## config.mk

```make
export PLATFORM = sky130hd
export DESIGN_NAME = tpw_seq
export DESIGN_NICKNAME = d
export VERILOG_FILES = /design/src/tpw_pkg.sv /design/src/tpw_seq.sv
export VERILOG_INCLUDE_DIRS = /design/src /design/src/src
export SDC_FILE = /design/constraint.sdc
export NUM_CORES = 1
export LEC_CHECK = 0
export ABC_AREA = 1
export BUFFER_PORTS_ARGS = -buffer_cell sky130_fd_sc_hd__buf_2
export CAP_MARGIN = 40
export CORE_AREA = 2 2 39 41
export CTS_CLUSTER_DIAMETER = 30
export DETAILED_ROUTE_END_ITERATION = 10
export DIE_AREA = 0 0 41 43
export PLACE_DENSITY = 0.47
export SETUP_SLACK_MARGIN = 0.02
export SYNTH_ARGS = -nofsm -noshare
export SYNTH_HDL_FRONTEND = slang
export SYNTH_SLANG_ARGS = --single-unit
```

## constraint.sdc

```tcl
create_clock -name i_clk -period 1.7 [get_ports i_clk]
set_input_delay 0.085 -clock i_clk [delete_from_list [all_inputs] [get_ports i_clk]]
set_output_delay 0.085 -clock i_clk [all_outputs]
set_load 0.02 [all_outputs]
```

## src/two_level_page_walk_unit_defines.svh

```systemverilog
// Assertion macros shared by the page walk unit modules.
`ifndef TWO_LEVEL_PAGE_WALK_UNIT_DEFINES_SVH
`define TWO_LEVEL_PAGE_WALK_UNIT_DEFINES_SVH

// The consequent must hold in the same cycle as the antecedent.
`define TPW_ASSERT_IMP(lbl, clk, rst_n, ante, cons, msg) \
    lbl: assert property (@(posedge clk) disable iff (!rst_n) (ante) |-> (cons)) \
        else $error(msg);

// The consequent must hold in the cycle after the antecedent.
`define TPW_ASSERT_NXT(lbl, clk, rst_n, ante, cons, msg) \
    lbl: assert property (@(posedge clk) disable iff (!rst_n) (ante) |=> (cons)) \
        else $error(msg);

`endif

```

## src/tpw_pkg.sv

```systemverilog
// Types, constants and the microcode program of the page walk unit.
`default_nettype none

package tpw_pkg;

    localparam int NUM_PAGES_DEF = 128;
    localparam int PAGE_BYTES    = 32;
    localparam int OFF_W         = 5;
    localparam int FRAME_W       = 7;
    localparam int PAGE_SPAN     = 2 ** FRAME_W;
    localparam int ADDR_W        = 12;
    localparam int BYTE_W        = 8;
    localparam int VADDR_W       = 15;
    localparam int VA_TBL_LSB    = OFF_W;
    localparam int VA_DIR_LSB    = 2 * OFF_W;
    localparam int VALID_BIT     = 7;
    localparam logic [ADDR_W-1:0] DIR_BASE_RST = 12'h220;

    typedef enum logic [1:0] {
        ST_OK         = 2'd0,
        ST_DIR_FAULT  = 2'd1,
        ST_TBL_FAULT  = 2'd2,
        ST_WRITE_DONE = 2'd3
    } t_status;

    // Input word, mem_addr in the lowest bits.
    typedef struct packed {
        logic [4:0]         pad;
        logic [VADDR_W-1:0] vaddr;
        logic [BYTE_W-1:0]  mem_data;
        logic [ADDR_W-1:0]  mem_addr;
    } t_in_word;

    // Result word, dir_index in the lowest bits.
    typedef struct packed {
        logic [1:0]         pad;
        logic [BYTE_W-1:0]  data_byte;
        logic [ADDR_W-1:0]  phys_addr;
        logic [FRAME_W-1:0] tbl_frame;
        logic               tbl_valid;
        logic [OFF_W-1:0]   tbl_index;
        logic [FRAME_W-1:0] dir_frame;
        logic               dir_valid;
        logic [OFF_W-1:0]   dir_index;
    } t_result;

    localparam int IN_W  = $bits(t_in_word);
    localparam int OUT_W = $bits(t_result);

    // Program steps.
    localparam int STEP_W = 2;
    typedef logic [STEP_W-1:0] t_step;
    localparam t_step STEP_IDLE = 2'd0;
    localparam t_step STEP_TBL  = 2'd1;
    localparam t_step STEP_DATA = 2'd2;
    localparam t_step STEP_EMIT = 2'd3;

    typedef enum logic [2:0] {
        C_NEVER,
        C_ALWAYS,
        C_NO_INPUT,
        C_WRITE,
        C_ENTRY_BAD,
        C_OUT_BUSY
    } t_cond;

    typedef enum logic [1:0] {
        M_NONE,
        M_IN,
        M_TBL,
        M_DATA
    } t_mem;

    typedef struct packed {
        logic  take_in;
        logic  cap_dir;
        logic  cap_tbl;
        logic  emit;
        t_mem  mem;
        t_cond hold;
        t_cond jump;
        t_step target;
    } t_uword;

    typedef struct packed {
        logic in_valid;
        logic in_write;
        logic entry_bad;
        logic out_busy;
    } t_flags;

    // Control store. A step stays while its hold condition is true, otherwise
    // it goes to target when its jump condition is true, else to the next step.
    function automatic t_uword uc_rom(input t_step step);
        t_uword w;
        w = '{take_in: 1'b0, cap_dir: 1'b0, cap_tbl: 1'b0, emit: 1'b0,
              mem: M_NONE, hold: C_NEVER, jump: C_NEVER, target: STEP_IDLE};
        unique case (step)
            STEP_IDLE: begin
                w.take_in = 1'b1;
                w.mem     = M_IN;
                w.hold    = C_NO_INPUT;
                w.jump    = C_WRITE;
                w.target  = STEP_EMIT;
            end
            STEP_TBL: begin
                w.cap_dir = 1'b1;
                w.mem     = M_TBL;
                w.jump    = C_ENTRY_BAD;
                w.target  = STEP_EMIT;
            end
            STEP_DATA: begin
                w.cap_tbl = 1'b1;
                w.mem     = M_DATA;
                w.jump    = C_ENTRY_BAD;
                w.target  = STEP_EMIT;
            end
            STEP_EMIT: begin
                w.emit   = 1'b1;
                w.hold   = C_OUT_BUSY;
                w.jump   = C_ALWAYS;
                w.target = STEP_IDLE;
            end
            default: begin
            end
        endcase
        return w;
    endfunction

endpackage

`default_nettype wire

```

## src/tpw_seq.sv

```systemverilog
// Microcode sequencer: step counter, control store and branch logic.
`default_nettype none
`include "two_level_page_walk_unit_defines.svh"

module tpw_seq (
    input  wire logic            i_clk,
    input  wire logic            i_rst_n,
    input  wire tpw_pkg::t_flags i_flags,
    output tpw_pkg::t_uword      o_uword
);
    import tpw_pkg::*;

    t_step  r_step;
    t_step  n_step;
    t_uword w_uw;

    function automatic logic cond_true(input t_cond c, input t_flags f);
        logic res;
        res = 1'b0;
        unique case (c)
            C_NEVER:     res = 1'b0;
            C_ALWAYS:    res = 1'b1;
            C_NO_INPUT:  res = !f.in_valid;
            C_WRITE:     res = f.in_write;
            C_ENTRY_BAD: res = f.entry_bad;
            C_OUT_BUSY:  res = f.out_busy;
            default:     res = 1'b0;
        endcase
        return res;
    endfunction

    assign w_uw = uc_rom(r_step);

    always_comb begin
        if (cond_true(w_uw.hold, i_flags)) begin
            n_step = r_step;
        end else if (cond_true(w_uw.jump, i_flags)) begin
            n_step = w_uw.target;
        end else begin
            n_step = r_step + 1'b1;
        end
    end

    always_ff @(posedge i_clk) begin
        if (!i_rst_n) begin
            r_step <= STEP_IDLE;
        end else begin
            r_step <= n_step;
        end
    end

    assign o_uword = w_uw;

    `TPW_ASSERT_NXT(a_write_goes_emit, i_clk, i_rst_n,
        r_step == STEP_IDLE && i_flags.in_valid && i_flags.in_write,
        r_step == STEP_EMIT, "write word did not go straight to emit")
    `TPW_ASSERT_IMP(a_data_after_tbl, i_clk, i_rst_n,
        r_step == STEP_DATA, $past(r_step) == STEP_TBL,
        "data step not preceded by table step")
    `TPW_ASSERT_NXT(a_emit_returns_idle, i_clk, i_rst_n,
        r_step == STEP_EMIT && !i_flags.out_busy,
        r_step == STEP_IDLE, "emit step did not return to idle")

endmodule

`default_nettype wire

```

After elaboration in Yosys (flattened, before gate mapping). Cells that the tools add are included.

Register bits after elaboration: 2. Output and inout port bits: 14. Word-level logic and storage cells: 29.

$add $sub $neg: 1. Equal/unequal tests: 13. Mux-type cells: 11. Reduce and logical (&&, ||, !) cells: 3.

Operators with widths (count): one-hot mux 5 bit (3 select lines) (1); == test 3 x 2 -> 1 bit, second input constant (4); == test 3 bit, second input constant (4); one-hot mux 1 bit (5 select lines) (2); == test 3 x 1 -> 1 bit, second input constant (2); one-hot mux 2 bit (3 select lines) (1); one-hot mux 3 bit (2 select lines) (1); two-way mux 1 bit (5); == test 2 bit, second input constant (2); adder 2 x 1 -> 2 bit, second input constant (1); == test 2 x 1 -> 1 bit, second input constant (1); zero test 2 bit (1); two-way mux 2 bit (1); OR reduction 2 bit (1); zero test 1 bit (1).

Depth between registers and ports, before layout.
Word-level depth: 7. Gate-level depth with buffers: 10.

Worst setup path after synthesis. Ideal clock, no wire load.

Kind: reg2reg. From: register r_step[0]. To: register r_step[1]. Library setup time: 109 ps. Arrival: 1495 ps. Setup slack: 96 ps. Stages on the path, launching flop included: 10. Path buffers: 0. Clock period less this slack: 1604 ps. Cells stage by stage: dfxtp_1 -> inv_1 -> ha_1 -> inv_1 -> nand2_2 -> inv_2 -> nand2_1 -> nand3_1 -> nand2_1 -> inv_1.

RTL lines: from (decl) (RTL line tpw_seq.sv:13) `t_step r_step;`; from (signal assigned) (RTL line tpw_seq.sv:48) `r_step <= n_step;`.

==> metrics.txt <==
Cell Rows 14; most used cell, CP inv_1; Post-CTS Setup Repair Bufs 0; die extent in y 43 um; pre-CTS WS 0.2327 ns; largest registers r_step x2; initial antenna violation count 0; main combinational cell family by area after synthesis simple AND/OR/NAND/NOR gates; status finished clean; Layout Skew ~0.0015 ns; CP top delay family flip-flops; PwrDens about 2300 nW/um^2; post-layout total power 917.5 uW; setup violators final 0; post-layout min period 1.467 ns; P&R area growth vs syn 37.07%; gp weighted congestion 0.6921; CP endpoint kind output port; synthesized flop and latch total 2; port bufs 19; Max Fclk 0.6818 GHz; Most flops, register r_step; hold_buf cts 0; Synth Area in Adders 25.86%; Final period util between 80% and 90%; layout cells sized above 1 38.46%; Post-synth EDFFs 0; sw power around 530 uW; reg-to-reg startpoint r_step[0]; Reg power frac 10.3%; Reg area 40.04 sq um; Post-synth top cells nand2_1 (15), inv_1 (10), ha_1 (6); clk_lat worst skew between 0.2 and 0.25 ns; worst reg2reg path endpoint r_step[1]; Worst Setup EP o_uword[2]; Worst EP required 1.62 ns; Crit. Startpoint r_step[0]; Slew Limit Fails 0; reg2reg setup slack 0.24 ns; Routed Antenna Nets 0; mux share of post-synthesis cell area 0%; DRC Markers 0; DR iter-0 viols 1; Hold Vio Cnt, Final 0; Clock Tree Buf Depth 2; VDD IR max 829.7 uV; post-DP HPWL 518.7 um; Initial Util around a fifth; vias post-DR 304; hold crit path type in -> reg; area occupied by multi-input gates 178.9 sq um; setup ws final between 0.2 and 0.25 ns; internal power 385.3 uW; WP data arrival 1.38 ns; Slew HR 87.57%; ys flop type dfxtp_1; die area 1763 sq um; GRT overflow 0; critical path startpoint category flip-flop; diode count 0; Synth Instances 47; Core ar. approximately 1400 sq um; Clk pin slew, worst setup/hold paths around 0.03 ns; xor/xnor cell area share of the yosys netlist 0%; Crit Path Category reg -> out; Cell Area, Synth 290.3 sq um; total of max-cap violations 0; Area contributors post-synth ha_1 (26%), nand2_1 (19%), dfxtp_1 (14%); largest net degree at the start of global routing 8; H-tree Lvls 1; library cells used by synthesis 10; worst slew pin tran 0.1865 ns; Inserted Clock Buffers 3; Die W 41 um; Layout Utilization 28.75%; Combinational Power Share 78.5%; global-route wire length before repair 883 um; top-count cell post-synth nand2_1; Filler cells 160; yosys warns 0; root buf cell clkbuf_4; CP Cell Sequence inv_1 -> ha_1 -> inv_1 -> buf_2; CP Depth 4; crit-path max cell delay 0.39 ns; post-cts resize count 0; P_leak roughly 0.27 nW; simple-gate share of the synthesized area 35.78%; Synth top area share 25.86%; setup TNS 0 ns; DR WL/cell 7.481 um; RSZ-0062 raised after global routing no; DR pass1 iterations 2; Synth Net Count between 50 and 60; Post-synth ARST share 0%; # IOs 20; Reg2Reg Depth 9; post-synthesis compound-gate area fraction 0%; sequential area share after synthesis about 14%; WP buf/inv 3; clock tree from TritonCTS yes; nets 79; Avg Inst Size Synth 6.176 sq um; vias per inst between 3 and 4; max reg flops 2; final wirelength 606 um; Sw Share 58.01%; slowest CP cell dfxtp_1; Tot GR Track Use 7.916%; CP Max Fanout 7; Clk pwr share 11.1%; vias in the first global route around 260; CTS Sinks 2; post-synth top area cell ha_1
[tightest hold or removal path, cell delays in order]
cell and delay (ns):
buf_2 0.09, nand2_1 0.04, inv_1 0.04
[per-stage QoR]
stage                     hold WS [ns]  cells  instance area, sq um
after CTS                      0.05502     81                 397.9
after floorplan                 0.1826     47                 290.3
after detailed placement        0.2887     78                 375.4
after global placement          0.2841     78                 375.4
final                          0.06377     81                 397.9
after global routing           0.05721     81                 397.9
[area by class of cell]
type                            instances  share of cell area (%)
Clock buffer                            3                   5.660
Tap cell                               16                   5.031
Inverter                               11                   10.38
Timing Repair Buffer                   19                   23.90
Multi-Input combinational cell         30                   44.97
Sequential cell                         2                   10.06
[per-layer routing]
layer | share of wire, % | global-route usage, % | vias to the layer above | wire [um]
met4 | 0 | 8.000 | 0 | 0
met2 | 52 | 10.63 | 7 | 318
met3 | 5.6 | 3.141 | 0 | 34
met5 | 0 | 0 | - | 0
met1 | 42 | 8.626 | 129 | 253
li1 | - | - | 168 | -
[power by group through the flow]
stage / logic (mW) / clock network (mW) / registers, mW
after global routing: 0.799 / 0.118 / 0.100
after global placement: 0.734 / 0 / 0.0959
after CTS: 0.735 / 0.111 / 0.0954
after floorplan: 0.604 / 0 / 0.0905
final: 0.721 / 0.102 / 0.0947
after detailed placement: 0.733 / 0 / 0.0961
[worst min-delay path by stage]
stage,from,endpoint,cells after the start
after detailed placement,i_rst_n,r_step[0],3
final,i_rst_n,r_step[0],3
after floorplan,i_rst_n,r_step[0],2
after global placement,i_rst_n,r_step[1],3
after global routing,i_rst_n,r_step[1],3
after CTS,i_rst_n,r_step[0],3
[logic make-up (layout without fill, tap and decap cells)]
kind of cell	count (synthesis)	in the layout
and+or+nand+nor	24	24
adders and majority gates	6	6
buffers and inverters	15	33
DFF	2	2
[cell usage in the layout (no fill, tap or decap)]
master and instances:
dfxtp_1 2, inv_1 10, nand2_1 15, ha_1 6, buf_2 19, nand3_2 1
nor2_1 3, nand3_1 4, nand2_2 1, inv_2 1, clkbuf_4 3
Power figures use the tool's default switching activity.
