[src/two_level_page_walk_unit_defines.svh]
// Assertion macros shared by the page walk unit modules.
`ifndef TWO_LEVEL_PAGE_WALK_UNIT_DEFINES_SVH
`define TWO_LEVEL_PAGE_WALK_UNIT_DEFINES_SVH

// The consequent must hold in the same cycle as the antecedent.
`define TPW_ASSERT_IMP(lbl, clk, rst_n, ante, cons, msg) \
    lbl: assert property (@(posedge clk) disable iff (!rst_n) (ante) |-> (cons)) \
        else $error(msg);

// The consequent must hold in the cycle after the antecedent.
`define TPW_ASSERT_NXT(lbl, clk, rst_n, ante, cons, msg) \
    lbl: assert property (@(posedge clk) disable iff (!rst_n) (ante) |=> (cons)) \
        else $error(msg);

`endif

[src/tpw_pkg.sv]
// Types, constants and the microcode program of the page walk unit.
`default_nettype none

package tpw_pkg;

    localparam int NUM_PAGES_DEF = 128;
    localparam int PAGE_BYTES    = 32;
    localparam int OFF_W         = 5;
    localparam int FRAME_W       = 7;
    localparam int PAGE_SPAN     = 2 ** FRAME_W;
    localparam int ADDR_W        = 12;
    localparam int BYTE_W        = 8;
    localparam int VADDR_W       = 15;
    localparam int VA_TBL_LSB    = OFF_W;
    localparam int VA_DIR_LSB    = 2 * OFF_W;
    localparam int VALID_BIT     = 7;
    localparam logic [ADDR_W-1:0] DIR_BASE_RST = 12'h220;

    typedef enum logic [1:0] {
        ST_OK         = 2'd0,
        ST_DIR_FAULT  = 2'd1,
        ST_TBL_FAULT  = 2'd2,
        ST_WRITE_DONE = 2'd3
    } t_status;

    // Input word, mem_addr in the lowest bits.
    typedef struct packed {
        logic [4:0]         pad;
        logic [VADDR_W-1:0] vaddr;
        logic [BYTE_W-1:0]  mem_data;
        logic [ADDR_W-1:0]  mem_addr;
    } t_in_word;

    // Result word, dir_index in the lowest bits.
    typedef struct packed {
        logic [1:0]         pad;
        logic [BYTE_W-1:0]  data_byte;
        logic [ADDR_W-1:0]  phys_addr;
        logic [FRAME_W-1:0] tbl_frame;
        logic               tbl_valid;
        logic [OFF_W-1:0]   tbl_index;
        logic [FRAME_W-1:0] dir_frame;
        logic               dir_valid;
        logic [OFF_W-1:0]   dir_index;
    } t_result;

    localparam int IN_W  = $bits(t_in_word);
    localparam int OUT_W = $bits(t_result);

    // Program steps.
    localparam int STEP_W = 2;
    typedef logic [STEP_W-1:0] t_step;
    localparam t_step STEP_IDLE = 2'd0;
    localparam t_step STEP_TBL  = 2'd1;
    localparam t_step STEP_DATA = 2'd2;
    localparam t_step STEP_EMIT = 2'd3;

    typedef enum logic [2:0] {
        C_NEVER,
        C_ALWAYS,
        C_NO_INPUT,
        C_WRITE,
        C_ENTRY_BAD,
        C_OUT_BUSY
    } t_cond;

    typedef enum logic [1:0] {
        M_NONE,
        M_IN,
        M_TBL,
        M_DATA
    } t_mem;

    typedef struct packed {
        logic  take_in;
        logic  cap_dir;
        logic  cap_tbl;
        logic  emit;
        t_mem  mem;
        t_cond hold;
        t_cond jump;
        t_step target;
    } t_uword;

    typedef struct packed {
        logic in_valid;
        logic in_write;
        logic entry_bad;
        logic out_busy;
    } t_flags;

    // Control store. A step stays while its hold condition is true, otherwise
    // it goes to target when its jump condition is true, else to the next step.
    function automatic t_uword uc_rom(input t_step step);
        t_uword w;
        w = '{take_in: 1'b0, cap_dir: 1'b0, cap_tbl: 1'b0, emit: 1'b0,
              mem: M_NONE, hold: C_NEVER, jump: C_NEVER, target: STEP_IDLE};
        unique case (step)
            STEP_IDLE: begin
                w.take_in = 1'b1;
                w.mem     = M_IN;
                w.hold    = C_NO_INPUT;
                w.jump    = C_WRITE;
                w.target  = STEP_EMIT;
            end
            STEP_TBL: begin
                w.cap_dir = 1'b1;
                w.mem     = M_TBL;
                w.jump    = C_ENTRY_BAD;
                w.target  = STEP_EMIT;
            end
            STEP_DATA: begin
                w.cap_tbl = 1'b1;
                w.mem     = M_DATA;
                w.jump    = C_ENTRY_BAD;
                w.target  = STEP_EMIT;
            end
            STEP_EMIT: begin
                w.emit   = 1'b1;
                w.hold   = C_OUT_BUSY;
                w.jump   = C_ALWAYS;
                w.target = STEP_IDLE;
            end
            default: begin
            end
        endcase
        return w;
    endfunction

endpackage

`default_nettype wire

[src/tpw_dp.sv]
// Walk datapath: base register, entry registers, RAM addressing, output register.
`default_nettype none
`include "two_level_page_walk_unit_defines.svh"

module tpw_dp #(
    parameter int NUM_PAGES = tpw_pkg::NUM_PAGES_DEF
) (
    input  wire logic                                  i_clk,
    input  wire logic                                  i_rst_n,
    input  wire logic                                  i_cfg_we,
    input  wire logic [tpw_pkg::ADDR_W-1:0]            i_cfg_wdata,
    input  wire tpw_pkg::t_uword                       i_uword,
    output tpw_pkg::t_flags                            o_flags,
    input  wire logic                                  i_in_valid,
    input  wire logic [tpw_pkg::IN_W-1:0]              i_in_data,
    input  wire logic                                  i_in_func,
    output logic                                       o_ram_en,
    output logic                                       o_ram_we,
    output logic [$clog2(NUM_PAGES)+tpw_pkg::OFF_W-1:0] o_ram_addr,
    output logic [tpw_pkg::BYTE_W-1:0]                 o_ram_wdata,
    input  wire logic [tpw_pkg::BYTE_W-1:0]            i_ram_rdata,
    output logic                                       o_out_valid,
    input  wire logic                                  i_out_ready,
    output logic [tpw_pkg::OUT_W-1:0]                  o_out_data,
    output logic [1:0]                                 o_out_user
);
    import tpw_pkg::*;

    localparam int PW = $clog2(NUM_PAGES);

    logic [PW-1:0]      w_wrap [PAGE_SPAN];
    t_in_word           w_in;
    logic               w_accept;
    logic               w_load;
    logic               w_busy;
    t_result            w_res;

    logic [ADDR_W-1:0]  r_base;
    logic [VADDR_W-1:0] r_vaddr;
    t_status            r_status;
    logic [BYTE_W-1:0]  r_de;
    logic [BYTE_W-1:0]  r_te;
    logic               r_o_valid;
    t_result            r_o_res;
    t_status            r_o_user;

    // Page numbers wrap modulo the page count before they reach the RAM.
    for (genvar g = 0; g < PAGE_SPAN; g++) begin : g_wrap
        assign w_wrap[g] = PW'(g % NUM_PAGES);
    end

    assign w_in     = i_in_data;
    assign w_accept = i_uword.take_in && i_in_valid;
    assign w_busy   = r_o_valid && !i_out_ready;
    assign w_load   = i_uword.emit && !w_busy;

    assign o_flags.in_valid  = i_in_valid;
    assign o_flags.in_write  = !i_in_func;
    assign o_flags.entry_bad = !i_ram_rdata[VALID_BIT];
    assign o_flags.out_busy  = w_busy;

    always_comb begin
        o_ram_en   = 1'b0;
        o_ram_we   = 1'b0;
        o_ram_addr = '0;
        unique case (i_uword.mem)
            M_NONE: begin
            end
            M_IN: begin
                o_ram_en = w_accept;
                o_ram_we = w_accept && !i_in_func;
                if (i_in_func) begin
                    o_ram_addr = {w_wrap[r_base[ADDR_W-1:OFF_W]],
                                  w_in.vaddr[VA_DIR_LSB +: OFF_W]};
                end else begin
                    o_ram_addr = {w_wrap[w_in.mem_addr[ADDR_W-1:OFF_W]],
                                  w_in.mem_addr[OFF_W-1:0]};
                end
            end
            M_TBL: begin
                o_ram_en   = 1'b1;
                o_ram_addr = {w_wrap[i_ram_rdata[FRAME_W-1:0]],
                              r_vaddr[VA_TBL_LSB +: OFF_W]};
            end
            M_DATA: begin
                o_ram_en   = 1'b1;
                o_ram_addr = {w_wrap[i_ram_rdata[FRAME_W-1:0]], r_vaddr[OFF_W-1:0]};
            end
            default: begin
            end
        endcase
    end

    assign o_ram_wdata = w_in.mem_data;

    // On a good walk the data byte is still held in the RAM read register.
    always_comb begin
        w_res = '0;
        if (r_status != ST_WRITE_DONE) begin
            w_res.dir_index = r_vaddr[VA_DIR_LSB +: OFF_W];
            w_res.dir_valid = r_de[VALID_BIT];
            w_res.dir_frame = r_de[FRAME_W-1:0];
            w_res.tbl_index = r_vaddr[VA_TBL_LSB +: OFF_W];
        end
        if (r_status == ST_OK || r_status == ST_TBL_FAULT) begin
            w_res.tbl_valid = r_te[VALID_BIT];
            w_res.tbl_frame = r_te[FRAME_W-1:0];
        end
        if (r_status == ST_OK) begin
            w_res.phys_addr = {r_te[FRAME_W-1:0], r_vaddr[OFF_W-1:0]};
            w_res.data_byte = i_ram_rdata;
        end
    end

    always_ff @(posedge i_clk) begin
        if (!i_rst_n) begin
            r_base    <= DIR_BASE_RST;
            r_o_valid <= 1'b0;
        end else begin
            if (i_cfg_we) begin
                r_base <= i_cfg_wdata;
            end
            if (w_load) begin
                r_o_valid <= 1'b1;
            end else if (i_out_ready) begin
                r_o_valid <= 1'b0;
            end
        end
    end

    always_ff @(posedge i_clk) begin
        if (w_accept) begin
            r_vaddr  <= w_in.vaddr;
            r_status <= i_in_func ? ST_OK : ST_WRITE_DONE;
        end
        if (i_uword.cap_dir) begin
            r_de <= i_ram_rdata;
            if (!i_ram_rdata[VALID_BIT]) begin
                r_status <= ST_DIR_FAULT;
            end
        end
        if (i_uword.cap_tbl) begin
            r_te <= i_ram_rdata;
            if (!i_ram_rdata[VALID_BIT]) begin
                r_status <= ST_TBL_FAULT;
            end
        end
        if (w_load) begin
            r_o_res  <= w_res;
            r_o_user <= r_status;
        end
    end

    assign o_out_valid = r_o_valid;
    assign o_out_data  = r_o_res;
    assign o_out_user  = r_o_user;

    `TPW_ASSERT_IMP(a_dir_fault_no_tbl, i_clk, i_rst_n,
        r_o_valid && r_o_user == ST_DIR_FAULT,
        !r_o_res.tbl_valid && r_o_res.phys_addr == '0 && r_o_res.data_byte == '0,
        "directory fault reports table fields")
    `TPW_ASSERT_NXT(a_phys_offset, i_clk, i_rst_n,
        w_load && r_status == ST_OK,
        r_o_res.phys_addr[OFF_W-1:0] == $past(r_vaddr[OFF_W-1:0]),
        "physical address offset differs from virtual offset")

endmodule

`default_nettype wire

[config.mk]
export PLATFORM = sky130hd
export DESIGN_NAME = tpw_dp
export DESIGN_NICKNAME = d
export VERILOG_FILES = /design/src/tpw_pkg.sv /design/src/tpw_dp.sv
export VERILOG_INCLUDE_DIRS = /design/src /design/src/src
export SDC_FILE = /design/constraint.sdc
export NUM_CORES = 1
export LEC_CHECK = 0
export ABC_AREA = 1
export BUFFER_PORTS_ARGS = -buffer_cell sky130_fd_sc_hd__buf_2
export CAP_MARGIN = 0
export CORE_ASPECT_RATIO = 0.6
export CORE_MARGIN = 5
export CORE_UTILIZATION = 47
export CTS_CLUSTER_DIAMETER = 30
export DETAILED_ROUTE_END_ITERATION = 6
export PLACE_DENSITY_LB_ADDON = 0.08
export SYNTH_ARGS = -nofsm -noshare
export SYNTH_HDL_FRONTEND = slang
export SYNTH_SLANG_ARGS = --single-unit
[constraint.sdc]
create_clock -name i_clk -period 3.8 [get_ports i_clk]
set_clock_uncertainty 0.05 [all_clocks]
set_input_delay 0 -clock i_clk [delete_from_list [all_inputs] [get_ports i_clk]]
set_output_delay 0 -clock i_clk [all_outputs]
set_load 0.05 [all_outputs]
-- Yosys cells after proc, flatten, opt, wreduce, memory -nomap -nowiden
Memory sizes are Yosys's and may differ from the RTL's.
Cells that the tools add are included.
W data, S select, Z words.
- flip-flop bits (word level): 94
- ROM bits: 2688
- input port bits: 80
- output and inout port bits: 77
- word-level logic and storage cells: 59
- memories kept: 3
- memories (name ; words ; bits a word ; read ports ; clocked after Yosys merged registers in ; write ports ; RTL line ; RTL):
    (name not given) ; 128 ; 7 ; 1 ; 0 ; 0 ; tpw_dp.sv:87 ; o_ram_addr = {w_wrap[i_ram_rdata[FRAME_W-1:0]], r_vaddr[OFF_W-1:0]};
    (name not given) ; 128 ; 7 ; 1 ; 0 ; 0 ; tpw_dp.sv:76 ; o_ram_addr = {w_wrap[w_in.mem_addr[ADDR_W-1:OFF_W]],
    (name not given) ; 128 ; 7 ; 1 ; 0 ; 0 ; tpw_dp.sv:73 ; o_ram_addr = {w_wrap[r_base[ADDR_W-1:OFF_W]],
- $lt $le $gt $ge: 3
- equality and inequality tests: 5
- multiplexer cells: 18
- bitwise gates (word level): 3
- reduce and logical (&&, ||, !) cells: 12
- operators with widths (kind ; count):
    $mux W7 ; 6
    $pmux W12 S3 ; 1
    $ge A8 B8 Y1 const B ; 3
    $not A7 Y8 ; 3
    $mux W12 ; 1
    $mux W2 ; 6
    $eq A2 B2 Y1 const B ; 3
    $logic_and A1 B1 Y1 ; 4
    $logic_not A1 Y1 ; 4
    $mux W1 ; 3
    $eq A2 B1 Y1 const B ; 1
    $logic_not A2 Y1 ; 1
    $ne A2 B2 Y1 const B ; 1
    $pmux W1 S2 ; 1
    $reduce_bool A2 Y1 ; 1
    $reduce_or A2 Y1 ; 1
    $logic_or A1 B1 Y1 ; 1

-- Logic depth before layout (Yosys ltp)
- depth in word-level cells: 6
- depth in mapped cells: 6
- gate-level depth less buffers: 5

-- Least setup slack after synthesis
Ideal clock, no wire load.
- path kind: reg2reg
- start: reg r_o_valid, in the netlist o_out_valid
- end: reg r_o_res (netlist bit o_out_data[0]) (enable)
- data arrival time: 2.692 ns
- required time: 3.296 ns
- slack: 0.604 ns
- cell stages (with the launch flop): 4
- buffers on the path: 0
- clock period less this slack: 3.196 ns
- cell sequence: dfxtp_1 nand2_1 inv_1 nor2_1
- cells in the longest elaborated chain, start to end: 3
- ends and longest elaborated chain (what ; RTL line ; RTL):
    from (decl) ; tpw_dp.sv:43 ; logic r_o_valid;
    from (signal assigned) ; tpw_dp.sv:118 ; r_o_valid <= 1'b0;
    from (signal assigned) ; tpw_dp.sv:124 ; r_o_valid <= 1'b1;
    from (signal assigned) ; tpw_dp.sv:126 ; r_o_valid <= 1'b0;
    $logic_and A1 B1 Y1 ; tpw_dp.sv:54 ; assign w_busy = r_o_valid && !i_out_ready;
    named net w_busy ; tpw_dp.sv:35 ; logic w_busy;
    $logic_not A1 Y1 ; tpw_dp.sv:55 ; assign w_load = i_uword.emit && !w_busy;
    $logic_and A1 B1 Y1 ; tpw_dp.sv:55 ;
    named net w_load ; tpw_dp.sv:34 ; logic w_load;
    to (signal assigned) ; tpw_dp.sv:149 ; r_o_res <= w_res;
    to (decl) ; tpw_dp.sv:44 ; t_result r_o_res;
The timed path passes the listed nets, and every way through them passes these cells.
A chain may end at the register's enable or synchronous reset.

-- Final worst setup path
- start: in i_out_ready
- end: reg r_o_res (netlist bit o_out_data[31]) (enable)
- cells in the longest elaborated chain, start to end: 4
- ends and longest elaborated chain (what ; RTL line ; RTL):
    from (decl) ; tpw_dp.sv:23 ; input wire logic i_out_ready,
    $logic_not A1 Y1 ; tpw_dp.sv:54 ;
    $logic_and A1 B1 Y1 ; tpw_dp.sv:54 ;
    $logic_not A1 Y1 ; tpw_dp.sv:55 ;
    $logic_and A1 B1 Y1 ; tpw_dp.sv:55 ;
    named net w_load ; tpw_dp.sv:34 ;
The timed path passes the listed nets, and every way through them passes these cells.

==> impl_metrics.tcl <==
set metrics [dict create \
    routedWlPerCell_um 14.5 \
    ys_warn_count 0 \
    synth_enable_flop_cells 79 \
    overall_die_height_um 77.7 \
    synthArstFlopShare_pct 0 \
    finalSetupViolations 0 \
    rsz_0062_raised_after_global_routing "false" \
    clock_tree_from_tritoncts "yes" \
    critPathMaxFanout 27 \
    die-area_sq_um 9540 \
    numPortBuffers 120 \
    postPlaceCellArea_sq_um 4170 \
    global_route.usage.met2_pct 29.2 \
    worst_skew_pair.late_latency_ns 0.33 \
    cts-root-buf "sky130_fd_sc_hd__clkbuf_16" \
    timing.fmax_mhz 535 \
    postCtsResizedCells 0 \
    time_the_final_worst_path_needs_with_i_o_delays_and_setup_ns 1.87 \
    start_util_pct 48.8 \
    criticalPathCategory "in -> reg" \
    report.final.hold_viol_count 0 \
    post-synth-top-area-cell "sky130_fd_sc_hd__edfxtp_1" \
    post_route_cells_drive_above_1_share_pct 28.7 \
    grt_util_met3_pct 6.98 \
    maxSlewViolCount 0 \
    clock_sinks 89 \
    die_width_um 123 \
    most_heavily_used_metal_layer_in_global_routing "met2" \
    finalSetupTns_ns 0 \
    synth_area_leaders "sky130_fd_sc_hd__edfxtp_1, sky130_fd_sc_hd__nand2_1, sky130_fd_sc_hd__nor2_1, sky130_fd_sc_hd__inv_1, sky130_fd_sc_hd__dfxtp_1" \
    finalWirelength_mm 8.64 \
    place_ws_ns 1.94 \
    syn_inst 322 \
    synth_top_area_share_pct 66.1 \
    slew_headroom_pct 45.9 \
    cts_made_buffers 9 \
    synth_seq_cells 89 \
    antenna_found_initial 0 \
    htree_num_levels 3 \
    critPathRequiredTime_ns 3.75 \
    post-synth-top-count-cell "sky130_fd_sc_hd__edfxtp_1" \
    pin_count_of_the_biggest_net_entering_global_routing 28 \
    post_drt_via_cell_ratio 4.51 \
    clock_tree.buffer_depth 2 \
    max-cap-violations 0 \
    r2r_setup_slack_ns 1.94 \
    place.gp.congestion 0.830 \
    synth_flop_type "sky130_fd_sc_hd__edfxtp_1" \
    clk_pin_slew_ns 0.06 \
    i_o_pins 157 \
    fin_area_sq_um 4990 \
    holdCritPathClass "in -> reg" \
    setup.worst_path.start_class "input port" \
    via_count 2690 \
    design.core.area_sq_um 7360 \
    critical_path_arrival_ns 1.82 \
    yosys.cell_types.count 15 \
    track_usage_pct 18.5 \
    post_synth.cell_area_avg_sq_um 11.1 \
    fin_crit_sh_pct 49.2 \
    p_leak_nw 2.38 \
    grt_pass1_wl_mm 13.3 \
    worst_slack_ns 1.93 \
    globalRouteOverflowTotal 0 \
    globalRouteMet1Util_pct 24.1 \
    num_antenna_cells 0 \
    hpwl_mm 5.89 \
    r2r_cells 4 \
    detail_route.first_pass.iterations 4 \
    fillCellCount 570 \
    syn-cell-area_sq_um 3590 \
    synth.top_cells.by_count "sky130_fd_sc_hd__edfxtp_1, sky130_fd_sc_hd__nand2_1, sky130_fd_sc_hd__nor2_1" \
    finalCoreUtilization_pct 67.9 \
    min_delay_path_depth 5 \
    run_status "complete, no violations" \
    tightest_slew_ns 0.811 \
    syn2layout_area_growth_pct 39.2 \
    synth_sequential_area_ratio_pct 71.7 \
    fin_nets 567 \
    rows 24 \
    drt_iter0_markers 132 \
    cp-end-kind "register" \
    drc 0 \
    ant_nets 0 \
    power_density_over_the_cells_nw_per_um2 519 \
    peakVddDrop_mv 0.305 \
    number_of_global_route_vias_before_repair 2652 \
]
[cells in the final DEF (no fill, tap or decap)]
| master | synthesis | final |
|---|---|---|
| sky130_fd_sc_hd__inv_2 | 4 | 4 |
| sky130_fd_sc_hd__inv_1 | 56 | 56 |
| sky130_fd_sc_hd__nor2_1 | 57 | 56 |
| sky130_fd_sc_hd__clkinv_4 | 0 | 1 |
| sky130_fd_sc_hd__clkbuf_1 | 0 | 2 |
| sky130_fd_sc_hd__nor2_2 | 2 | 2 |
| sky130_fd_sc_hd__clkinv_1 | 0 | 1 |
| sky130_fd_sc_hd__nand2_1 | 64 | 64 |
| sky130_fd_sc_hd__dfxtp_1 | 10 | 10 |
| sky130_fd_sc_hd__clkbuf_16 | 0 | 9 |
| sky130_fd_sc_hd__o21ai_0 | 13 | 13 |
| sky130_fd_sc_hd__nor2_4 | 0 | 1 |
| sky130_fd_sc_hd__buf_2 | 0 | 120 |
| sky130_fd_sc_hd__nand3_1 | 14 | 14 |
| sky130_fd_sc_hd__bufinv_16 | 0 | 2 |
| sky130_fd_sc_hd__or2_1 | 1 | 1 |
| sky130_fd_sc_hd__clkinvlp_4 | 0 | 1 |
| sky130_fd_sc_hd__buf_4 | 13 | 1 |
| sky130_fd_sc_hd__dlygate4sd3_1 | 0 | 51 |
| sky130_fd_sc_hd__a21boi_0 | 1 | 1 |
| sky130_fd_sc_hd__nor3_1 | 1 | 1 |
| sky130_fd_sc_hd__edfxtp_1 | 79 | 79 |
| sky130_fd_sc_hd__conb_1 | 1 | 2 |
[power by group]
group / internal [mW] / switching [mW]
sequential: 1.16 / 0.0280
clock: 0.575 / 0.345
combinational: 0.126 / 0.362
[kinds of logic (layout without fill, tap and decap cells)]
group                  after synthesis  count (layout)  share of synthesized area [%]
DFF                                 89              89                           71.7
AOI/OAI and AO/OA                   14              14                           2.02
buffers and inverters               79             248                           10.9
and+or+nand+nor                    139             139                           15.3
other                                1               2                          0.105
[worst max-delay path, stage by stage]
cell and delay, ns:
sky130_fd_sc_hd__dlygate4sd3_1 0.53, sky130_fd_sc_hd__buf_2 0.10, sky130_fd_sc_hd__inv_1 0.03, sky130_fd_sc_hd__nand2_1 0.06, sky130_fd_sc_hd__inv_1 0.07, sky130_fd_sc_hd__nor2_4 0.54
sky130_fd_sc_hd__buf_4 0.45
[routing by layer]
layer  up-vias  part of all wire (%)
met5         -                     0
li1       1330                     -
met1      1244                    43
met2       106                    47
met3        10                   8.8
met4         0                   1.1
[final timing paths]
check | from | end
hold reg to reg | r_status[1] | o_out_user[1]
hold / removal | i_uword[13] | r_status[0]
setup reg to reg | o_out_valid | o_out_data[31]
setup / recovery | i_out_ready | o_out_data[31]
[sequential cells by signal, indices dropped and copies added, names as in the netlist]
name         flops
r_vaddr         15
r_base           7
r_de             8
r_te             8
o_out_data      46
o_out_user       2
r_status         2
o_out_valid      1
[per-stage QoR]
stage	hold slack [ns]	cells	power, mW
floorplan	0.0341	323	1.55
global placement	-0.0497	529	1.63
detailed placement	-0.0497	529	1.64
CTS	0.0595	596	2.61
global route	0.115	596	2.70
finish	0.0788	596	2.59
[what timing repair did]
item                                   CTS  global route
setup buffers                            0             0
hold buffers                            51             0
endpoints found under the hold margin   69             0
[cell type report]
| type | count | area [sq um] | share of cell area [%] |
|---|---|---|---|
| flip-flops and latches | 89 | 2570 | 51.5 |
| repair buffers | 172 | 1120 | 22.4 |
| multi-input cells | 155 | 636 | 12.7 |
| clock buffers | 11 | 233 | 4.66 |
| inverters | 60 | 225 | 4.51 |
| well taps | 104 | 130 | 2.61 |
| clock inverters | 5 | 80.1 | 1.60 |
Note: power is estimated with default switching activity, not from simulation.
